$ cat src/hw/rtl/owbm_pkg.sv
`timescale 1ns / 1ps

package owbm_pkg;

    localparam int unsigned TICK_W = 10;
    localparam int unsigned CFG_IDX_W = 3;

    typedef enum logic [1:0] {
        OP_TICK  = 2'd0,
        OP_RESET = 2'd1,
        OP_WRITE = 2'd2,
        OP_READ  = 2'd3
    } t_opcode;

    typedef enum logic [CFG_IDX_W-1:0] {
        CFG_RESET_LOW     = 3'd0,
        CFG_PRESENCE_WAIT = 3'd1,
        CFG_PRESENCE_TAIL = 3'd2,
        CFG_READ_SAMPLE   = 3'd3,
        CFG_SLOT          = 3'd4
    } t_cfg_index;

    localparam logic [TICK_W-1:0] RESET_LOW_DEFAULT     = 10'd480;
    localparam logic [TICK_W-1:0] PRESENCE_WAIT_DEFAULT = 10'd70;
    localparam logic [TICK_W-1:0] PRESENCE_TAIL_DEFAULT = 10'd410;
    localparam logic [TICK_W-1:0] READ_SAMPLE_DEFAULT   = 10'd9;
    localparam logic [TICK_W-1:0] SLOT_DEFAULT          = 10'd60;

    typedef struct packed {
        logic [1:0] opcode;
        logic [7:0] write_data;
        logic       line_level;
    } t_in_item;

    typedef struct packed {
        logic       drive_low;
        logic       busy_res;
        logic       done_res;
        logic       presence;
        logic [7:0] read_data;
        logic       rejected;
    } t_out_item;

endpackage

$ cat src/hw/rtl/one_wire_bus_master.sv
`timescale 1ns / 1ps
// One-wire bus master sequencer, advanced by one request per microsecond tick.
// Input channel (i_in_valid / o_in_ready / i_in_data): each request is one tick
// carrying the sampled bus level and an opcode (tick only, bus reset, write
// byte, read byte). A command is taken only while idle; otherwise it is
// flagged as rejected in that tick's result.
// Output channel (o_out_valid / i_out_ready / o_out_data): exactly one result
// per request: drive_low, busy, done, presence, read byte, rejected.
// Config channel (i_cfg_valid / o_cfg_ready / i_cfg_index / i_cfg_data): five
// 10-bit timing registers, always ready; write them only while idle.
// Result: each result is registered when its request is accepted.
// Throughput: one request per cycle while the output is not stalled; the sequencer state and the result
// register are updated in the same cycle as the accept.
// Stall: the result register holds until taken; a new request is accepted in
// the cycle the held result is taken, so a stalled receiver stops the input.
// Reset: the sequencer returns to idle, presence clears, the timing registers
// load their defaults and no result is pending.
module one_wire_bus_master (
    input  logic                         i_clk,
    input  logic                         i_rst_n,
    input  logic                         i_in_valid,
    output logic                         o_in_ready,
    input  owbm_pkg::t_in_item           i_in_data,
    output logic                         o_out_valid,
    input  logic                         i_out_ready,
    output owbm_pkg::t_out_item          o_out_data,
    input  logic                         i_cfg_valid,
    output logic                         o_cfg_ready,
    input  logic [owbm_pkg::CFG_IDX_W-1:0] i_cfg_index,
    input  logic [owbm_pkg::TICK_W-1:0]  i_cfg_data
);
    import owbm_pkg::*;

    typedef enum logic [3:0] {
        PH_IDLE    = 4'd0,
        PH_RLOW    = 4'd1,
        PH_RWAIT   = 4'd2,
        PH_RTAIL   = 4'd3,
        PH_WPULSE  = 4'd4,
        PH_WSLOT   = 4'd5,
        PH_RDPULSE = 4'd6,
        PH_RDWAIT  = 4'd7,
        PH_RDSLOT  = 4'd8
    } t_phase;

    function automatic logic [TICK_W-1:0] at_least_one(input logic [TICK_W-1:0] v);
        at_least_one = (v == '0) ? {{(TICK_W-1){1'b0}}, 1'b1} : v;
    endfunction

    logic [TICK_W-1:0] r_reset_low;
    logic [TICK_W-1:0] r_presence_wait;
    logic [TICK_W-1:0] r_presence_tail;
    logic [TICK_W-1:0] r_read_sample;
    logic [TICK_W-1:0] r_slot;

    t_phase            r_phase, n_phase;
    logic [TICK_W-1:0] r_tick, n_tick;
    logic [2:0]        r_bit, n_bit;
    logic [7:0]        r_shift, n_shift;
    logic              r_presence, n_presence;

    logic              r_out_valid;
    t_out_item         r_out_data, n_out_data;

    logic              in_accept;
    logic              cfg_accept;
    t_opcode           op;
    t_phase            ph;
    logic              done;

    assign o_in_ready  = !r_out_valid || i_out_ready;
    assign in_accept   = i_in_valid && o_in_ready;
    assign o_cfg_ready = 1'b1;
    assign cfg_accept  = i_cfg_valid;
    assign o_out_valid = r_out_valid;
    assign o_out_data  = r_out_data;
    assign op          = t_opcode'(i_in_data.opcode);

    always_comb begin
        n_tick     = r_tick;
        n_bit      = r_bit;
        n_shift    = r_shift;
        n_presence = r_presence;
        n_out_data = '0;
        done       = 1'b0;
        ph         = r_phase;

        if (ph != PH_IDLE) begin
            n_out_data.rejected = (op != OP_TICK);
        end else if (op != OP_TICK) begin
            n_tick = '0;
            n_bit  = '0;
            unique case (op)
                OP_RESET: begin
                    ph = PH_RLOW;
                end
                OP_WRITE: begin
                    n_shift = i_in_data.write_data;
                    ph      = PH_WPULSE;
                end
                default: begin
                    n_shift = '0;
                    ph      = PH_RDPULSE;
                end
            endcase
        end

        if (ph != PH_IDLE) begin
            n_out_data.busy_res = 1'b1;
            unique case (ph)
                PH_RLOW: begin
                    n_out_data.drive_low = 1'b1;
                    n_tick = n_tick + 1'b1;
                    if (n_tick >= at_least_one(r_reset_low)) begin
                        ph     = PH_RWAIT;
                        n_tick = '0;
                    end
                end
                PH_RWAIT: begin
                    n_tick = n_tick + 1'b1;
                    if (n_tick >= at_least_one(r_presence_wait)) begin
                        n_presence = !i_in_data.line_level;
                        n_tick     = '0;
                        if (r_presence_tail == '0) begin
                            done = 1'b1;
                        end else begin
                            ph = PH_RTAIL;
                        end
                    end
                end
                PH_RTAIL: begin
                    n_tick = n_tick + 1'b1;
                    if (n_tick >= r_presence_tail) begin
                        done = 1'b1;
                    end
                end
                PH_WPULSE: begin
                    n_out_data.drive_low = 1'b1;
                    ph     = PH_WSLOT;
                    n_tick = '0;
                end
                PH_WSLOT: begin
                    n_out_data.drive_low = !n_shift[0];
                    n_tick = n_tick + 1'b1;
                    if (n_tick >= at_least_one(r_slot)) begin
                        n_shift = {1'b0, n_shift[7:1]};
                        n_tick  = '0;
                        if (n_bit == 3'd7) begin
                            done = 1'b1;
                        end else begin
                            n_bit = n_bit + 1'b1;
                            ph    = PH_WPULSE;
                        end
                    end
                end
                PH_RDPULSE: begin
                    n_out_data.drive_low = 1'b1;
                    ph     = PH_RDWAIT;
                    n_tick = '0;
                end
                PH_RDWAIT: begin
                    n_tick = n_tick + 1'b1;
                    if (n_tick >= at_least_one(r_read_sample)) begin
                        n_shift = {i_in_data.line_level, n_shift[7:1]};
                        ph      = PH_RDSLOT;
                        n_tick  = '0;
                    end
                end
                PH_RDSLOT: begin
                    n_tick = n_tick + 1'b1;
                    if (n_tick >= at_least_one(r_slot)) begin
                        n_tick = '0;
                        if (n_bit == 3'd7) begin
                            done                 = 1'b1;
                            n_out_data.read_data = n_shift;
                        end else begin
                            n_bit = n_bit + 1'b1;
                            ph    = PH_RDPULSE;
                        end
                    end
                end
                default: begin
                    ph = PH_IDLE;
                end
            endcase
            if (done) begin
                ph     = PH_IDLE;
                n_tick = '0;
                n_bit  = '0;
            end
        end

        n_out_data.done_res = done;
        n_out_data.presence = n_presence;
        n_phase             = ph;
    end

    always_ff @(posedge i_clk) begin
        if (!i_rst_n) begin
            r_reset_low     <= RESET_LOW_DEFAULT;
            r_presence_wait <= PRESENCE_WAIT_DEFAULT;
            r_presence_tail <= PRESENCE_TAIL_DEFAULT;
            r_read_sample   <= READ_SAMPLE_DEFAULT;
            r_slot          <= SLOT_DEFAULT;
            r_phase         <= PH_IDLE;
            r_tick          <= '0;
            r_bit           <= '0;
            r_shift         <= '0;
            r_presence      <= 1'b0;
            r_out_valid     <= 1'b0;
        end else begin
            if (cfg_accept) begin
                unique case (t_cfg_index'(i_cfg_index))
                    CFG_RESET_LOW:     r_reset_low     <= i_cfg_data;
                    CFG_PRESENCE_WAIT: r_presence_wait <= i_cfg_data;
                    CFG_PRESENCE_TAIL: r_presence_tail <= i_cfg_data;
                    CFG_READ_SAMPLE:   r_read_sample   <= i_cfg_data;
                    CFG_SLOT:          r_slot          <= i_cfg_data;
                    default: ;
                endcase
            end
            if (in_accept) begin
                r_phase     <= n_phase;
                r_tick      <= n_tick;
                r_bit       <= n_bit;
                r_shift     <= n_shift;
                r_presence  <= n_presence;
                r_out_valid <= 1'b1;
            end else if (i_out_ready) begin
                r_out_valid <= 1'b0;
            end
        end
    end

    always_ff @(posedge i_clk) begin
        if (in_accept) begin
            r_out_data <= n_out_data;
        end
    end

endmodule

$ cat config.mk
export PLATFORM = sky130hd
export DESIGN_NAME = one_wire_bus_master
export DESIGN_NICKNAME = d
export VERILOG_FILES = /design/src/hw/rtl/owbm_pkg.sv /design/src/hw/rtl/one_wire_bus_master.sv
export SDC_FILE = /design/constraint.sdc
export NUM_CORES = 1
export LEC_CHECK = 0
export ABC_AREA = 1
export BUFFER_PORTS_ARGS = -buffer_cell sky130_fd_sc_hd__buf_2
export CAP_MARGIN = 20
export CELL_PAD_IN_SITES_DETAIL_PLACEMENT = 1
export CELL_PAD_IN_SITES_GLOBAL_PLACEMENT = 1
export CORE_UTILIZATION = 48
export DETAILED_ROUTE_END_ITERATION = 6
export GPL_ROUTABILITY_DRIVEN = 0
export HOLD_SLACK_MARGIN = 0.02
export PLACE_DENSITY_LB_ADDON = 0.05
export SYNTH_ARGS = -nofsm -noshare
export SYNTH_HDL_FRONTEND = slang
export SYNTH_SLANG_ARGS = --single-unit
export TNS_END_PERCENT = 1
$ cat constraint.sdc
create_clock -name i_clk -period 6.5 [get_ports i_clk]
set_input_delay 0.975 -clock i_clk [delete_from_list [all_inputs] [get_ports i_clk]]
set_output_delay 0.975 -clock i_clk [all_outputs]
set_load 0.005 [all_outputs]
# == Word level (Yosys, flattened, before mapping) ==
# Index checks and enable logic that the tools add are counted.
# totals
reg_bits,90
word_cells,118
# op_classes
add_sub_neg,2
order_cmp,5
n_eq_ne,15
mux,55
n_reduce_logical,24
# op_table
op,count
$mux W10,12
$pmux W10 S6,1
$ge A10 B10 Y1,5
$logic_not A10 Y1,5
$mux W4,12
$mux W8,5
$pmux W4 S8,1
$pmux W8 S2,2
$mux W3,7
$eq A4 B3 Y1 const B,4
$mux W1,12
$add A10 B1 Y10 const B,1
$reduce_and A2 Y1,5
$eq A4 B2 Y1 const B,2
$reduce_bool A4 Y1,2
$eq A3 B2 Y1 const B,2
$eq A3 B3 Y1 const B,2
$pmux W3 S2,1
$eq A4 B1 Y1 const B,1
$eq A4 B4 Y1 const B,1
$reduce_and A4 Y1,1
$reduce_bool A2 Y1,2
$reduce_or A2 Y1,2
$add A3 B1 Y3 const B,1
10 further kinds,12

# == Logic depth before layout (Yosys ltp) ==
# depth
ltp_word,10
mapped_depth,27
mapped_depth_nobuf,26

# == Worst setup path after synthesis ==
# Ideal clock, no wire load.
# synth_timing
path_type,input-to-reg
startpoint,input port i_in_data[10] in the netlist's numbering
endpoint,register r_tick[7]
setup_time_ns,0.070
arrival_ns,3.902
slack_ns,2.528
path_stages,26
path_buffers,2
cell_sequence,inv_1 -> ha_1 -> inv_1 -> nand3_2 -> buf_12 -> clkinv_4 -> nor2_4 -> ha_1 -> nand3_4 -> nor2_4 -> nand2_1 -> nor2_1 -> xor2_1 -> inv_1 -> ha_1 -> a21o_1 -> nand3_1 -> nand2_1 -> inv_2 -> buf_2 -> nand4_1 -> nand2_1 -> nor2_1 -> nand3_1 -> nand2_1 -> a21oi_1
# synth_via
elab_chain_cells,10
elab_cells_between_ends,41
# synth_rtl
element,line_no,rtl
"start, declared",one_wire_bus_master.sv:23,"input owbm_pkg::t_in_item i_in_data,"
$reduce_bool A2 Y1 (tied with other cells),one_wire_bus_master.sv:90,end else if (op != OP_TICK) begin
$mux W10 (tied with other cells),one_wire_bus_master.sv:90,
$mux W10 (tied with other cells),one_wire_bus_master.sv:88,if (ph != PH_IDLE) begin
$add A10 B1 Y10 (tied with other cells),-,
$ge A10 B10 Y1 (tied with other cells),"one_wire_bus_master.sv:145, one_wire_bus_master.sv:171",
$mux W1 (tied with other cells),one_wire_bus_master.sv:171,if (n_tick >= at_least_one(r_slot)) begin
$pmux W1 S3,one_wire_bus_master.sv:110,unique case (ph)
$mux W1,one_wire_bus_master.sv:108,if (ph != PH_IDLE) begin
$mux W10,one_wire_bus_master.sv:186,if (done) begin
$mux W10 *,one_wire_bus_master.sv:108,
"end signal, assigned",one_wire_bus_master.sv:224,r_tick <= n_tick;
"end, declared",one_wire_bus_master.sv:57,"logic [TICK_W-1:0] r_tick, n_tick;"
# Every way passes the cells marked *; elsewhere a longest branch is shown, timed or not. The select of a mux whose other input is x is not followed.
# A chain may end at the register's enable or synchronous reset.

# == Worst setup path after layout ==
# layout_timing
startpoint,input port i_in_data[10] in the netlist's numbering
endpoint,register r_tick[3]
# The elaborated chain is that of the path after synthesis.

==> impl_metrics.json <==
{
  "antenna_found_initial": 0,
  "vias_per_cell": 5.731,
  "mostFrequentLayoutCells": "nand2_1, inv_1, nor2_1",
  "worst_pin_slew_ns": 1.030,
  "slew_violations": 0,
  "cts_sinks": 90,
  "clock-root-buffer": "clkbuf_16",
  "grt_pass1_vias": 6948,
  "initial_core_util_pct": 50.17,
  "crit_required_ns": 6.76,
  "p_int_mw": 1.122,
  "io_buffers": 43,
  "placed_cells": 1147,
  "fin_crit_sh_pct": 80.80,
  "fin_setup_tns_ns": 0,
  "drc": 0,
  "syn_area_per_cell_um2": 6.674,
  "setup_ws_ns": 1.248,
  "drv_cap": 0,
  "syn_inst": 964,
  "worstSetupPathType": "input pin to register",
  "ys_ff_latch": 90,
  "placed_area_mm2": 0.006686,
  "async_flop_share_pct": 0,
  "cp_max_fo": 20,
  "hold_path_class": "register to register",
  "pre_cts_ws_ns": 1.029,
  "grt_pass1_wl_um": 35500,
  "fin_cells": 1163,
  "layout_commonest_cell": "nand2_1",
  "synth_warnings": 0,
  "clock_path_buffers": 2,
  "htreeDepth": 3,
  "antenna_cells": 0,
  "wirelength_um": 21470,
  "syn_to_final_growth_pct": 8.324,
  "layout_min_cycle_time_ns": 5.252,
  "rows": 41,
  "p_per_area_mw_per_mm2": 286.4,
  "setup_viol": 0,
  "dr.pass1.iters": 6,
  "holdBufCountCts": 0,
  "clk_latency_ns": 0.36,
  "path_clk_slew_ns": 0.07,
  "drive_above_1_share_pct": 12.41,
  "power.share.switching_pct": 43.79,
  "pwr-share-seq_pct": 32.3,
  "cts_setup_buffers": 0,
  "finalHoldViolations": 0,
  "core_area_mm2": 0.01282,
  "status": "finished, final reports clean",
  "ys_seq_area_share_pct": 30.03,
  "timing.hold.ws_ns": 0.4771,
  "die_area_mm2": 0.01387,
  "drt_iter0_drc": 454,
  "chipHeight_um": 117.8,
  "nNetsFinal": 1051,
  "total_leakage_power_nw": 3.357,
  "synth_edf_count": 13,
  "overflow": 0,
  "final_area_mm2": 0.006969,
  "fill_cells": 1778,
  "ys_dominant_reg_cell": "dfxtp_1",
  "slew_headroom_pct": 31.36,
  "ctsResizeCount": 0,
  "grt_start_max_net_pins": 61,
  "grt_usage_pct": 32.19,
  "peakVddDrop_mv": 0.1253,
  "die_w_um": 117.8,
  "cp.arrival_ns": 5.51,
  "syn_nets": 1029,
  "clkPwrFrac_pct": 25.7,
  "ios": 45,
  "fmax_mhz": 190.4,
  "total_power_mw": 1.996,
  "cp-end-kind": "register",
  "post_drt_wl_per_cell_um": 18.46,
  "via_count": 6665,
  "place.detailed.hpwl_um": 15710,
  "cts_tree": "built",
  "clock_skew_ns": 0.01191,
  "utilization_pct": 54.34,
  "cts-buffers-inserted": 9,
  "syn_area_mm2": 0.006434,
  "critPathLaunchType": "input pin",
  "ant_nets": 0,
  "rsz0062_at_grt": "no",
  "combPwrFrac_pct": 42.1,
  "p_switching_mw": 0.8740,
  "ys_types": 45
}
cell families after synthesis:
| group | synth area share, % |
|---|---|
| other | 0.05829 |
| XOR/XNOR | 0.5446 |
| buffers and inverters | 12.87 |
| AND/OR/NAND/NOR | 32.44 |
| adder cells (fa/ha/maj) | 7.001 |
| AO/OA/AOI/OAI | 17.06 |
| flip-flops | 30.03 |
Yosys cell counts (4+ instances only):
cell type  count  area share (%)
clkbuf_1      20             1.2
buf_2          6            0.47
dfxtp_1       77              24
nand4_1       45             4.4
o21bai_1       4            0.47
nand3_1       55             4.3
edfxtp_1      13             6.1
inv_2         12            0.70
o21ai_0       73             5.7
nor2_1       103             6.0
nor2_4         8             1.4
nand3_4        4             1.1
a21oi_1       65             5.1
buf_4          6            0.70
o21a_1         7            0.82
nand2_1      178              10
nor2_2         6            0.58
nand3_2        7             1.1
a21o_1         4            0.47
ha_1          36             7.0
o211ai_1      15             1.8
clkinv_1       4            0.23
nand2_2       13             1.3
inv_1        147             8.6
o21ai_1       21             1.6
path summary, 6_finish.rpt:
| check | slack (ns) | start | cells past startpoint | to |
|---|---|---|---|---|
| min | 0.48 | r_bit[0]$_SDFFE_PN0P_ | 2 | r_bit[0]$_SDFFE_PN0P_ |
| max | 1.25 | i_in_data[10] | 26 | r_tick[3]$_SDFFE_PN0P_ |
| max reg2reg | 1.62 | r_phase[3]$_SDFFE_PN0P_ | 23 | r_tick[3]$_SDFFE_PN0P_ |
| min reg2reg | 0.48 | r_bit[0]$_SDFFE_PN0P_ | 2 | r_bit[0]$_SDFFE_PN0P_ |
registers in the layout, indices dropped and copies added, names as in the netlist:
| name | cells |
|---|---|
| r_slot | 10 |
| r_presence | 1 |
| r_tick | 10 |
| r_read_sample | 10 |
| r_presence_tail | 10 |
| r_reset_low | 10 |
| o_out_data | 13 |
| o_out_valid | 1 |
| r_phase | 4 |
| r_presence_wait | 10 |
| r_bit | 3 |
| r_shift | 8 |
per-layer routing:
| metal | vias up | track usage, % | part of all wire (%) |
|---|---|---|---|
| li1 | 3196 | - | - |
| met1 | 3215 | 39.04 | 43 |
| met2 | 184 | 54.52 | 48 |
| met3 | 70 | 4.215 | 4.2 |
| met4 | 0 | 18.59 | 4.9 |
| met5 | - | 0 | 0 |
power groups by stage:
stage | logic (mW) | clock network [mW] | registers, mW
after floorplan | 0.616 | 0 | 0.648
after global placement | 0.777 | 0 | 0.653
after detailed placement | 0.812 | 0 | 0.655
after CTS | 0.824 | 0.518 | 0.643
after global routing | 0.931 | 0.541 | 0.648
final | 0.839 | 0.513 | 0.644
area by class of cell:
| cell class | instances | area [um2] | share of cell area (%) |
|---|---|---|---|
| inverter | 164 | 620.6 | 8.905 |
| sequential | 90 | 1932 | 27.72 |
| clock inverter | 3 | 22.52 | 0.3232 |
| multi-input combinational | 674 | 3674 | 52.71 |
| timing repair buffer | 47 | 245.2 | 3.519 |
| clock buffer | 13 | 260.3 | 3.734 |
| tap | 172 | 215.2 | 3.088 |
worst max-delay path, stage by stage:
cell and delay, ns:
buf_2 0.11, inv_1 0.10, ha_1 0.19, inv_1 0.10, nand3_2 0.44, clkinv_4 0.21, nor2_4 0.29, ha_1 0.33
nand3_4 0.10, nor2_4 0.18, nand2_1 0.15, nor2_1 0.14, xor2_1 0.21, inv_1 0.20, ha_1 0.25, a21oi_1 0.15
o21ai_1 0.08, inv_1 0.05, nand2_1 0.04, nand2_1 0.27, nand2_1 0.16, nand3_2 0.13, nand4_2 0.19, nor2_1 0.18
nand2_1 0.08, a21oi_1 0.18
Note: power is estimated with default switching activity, not from simulation.
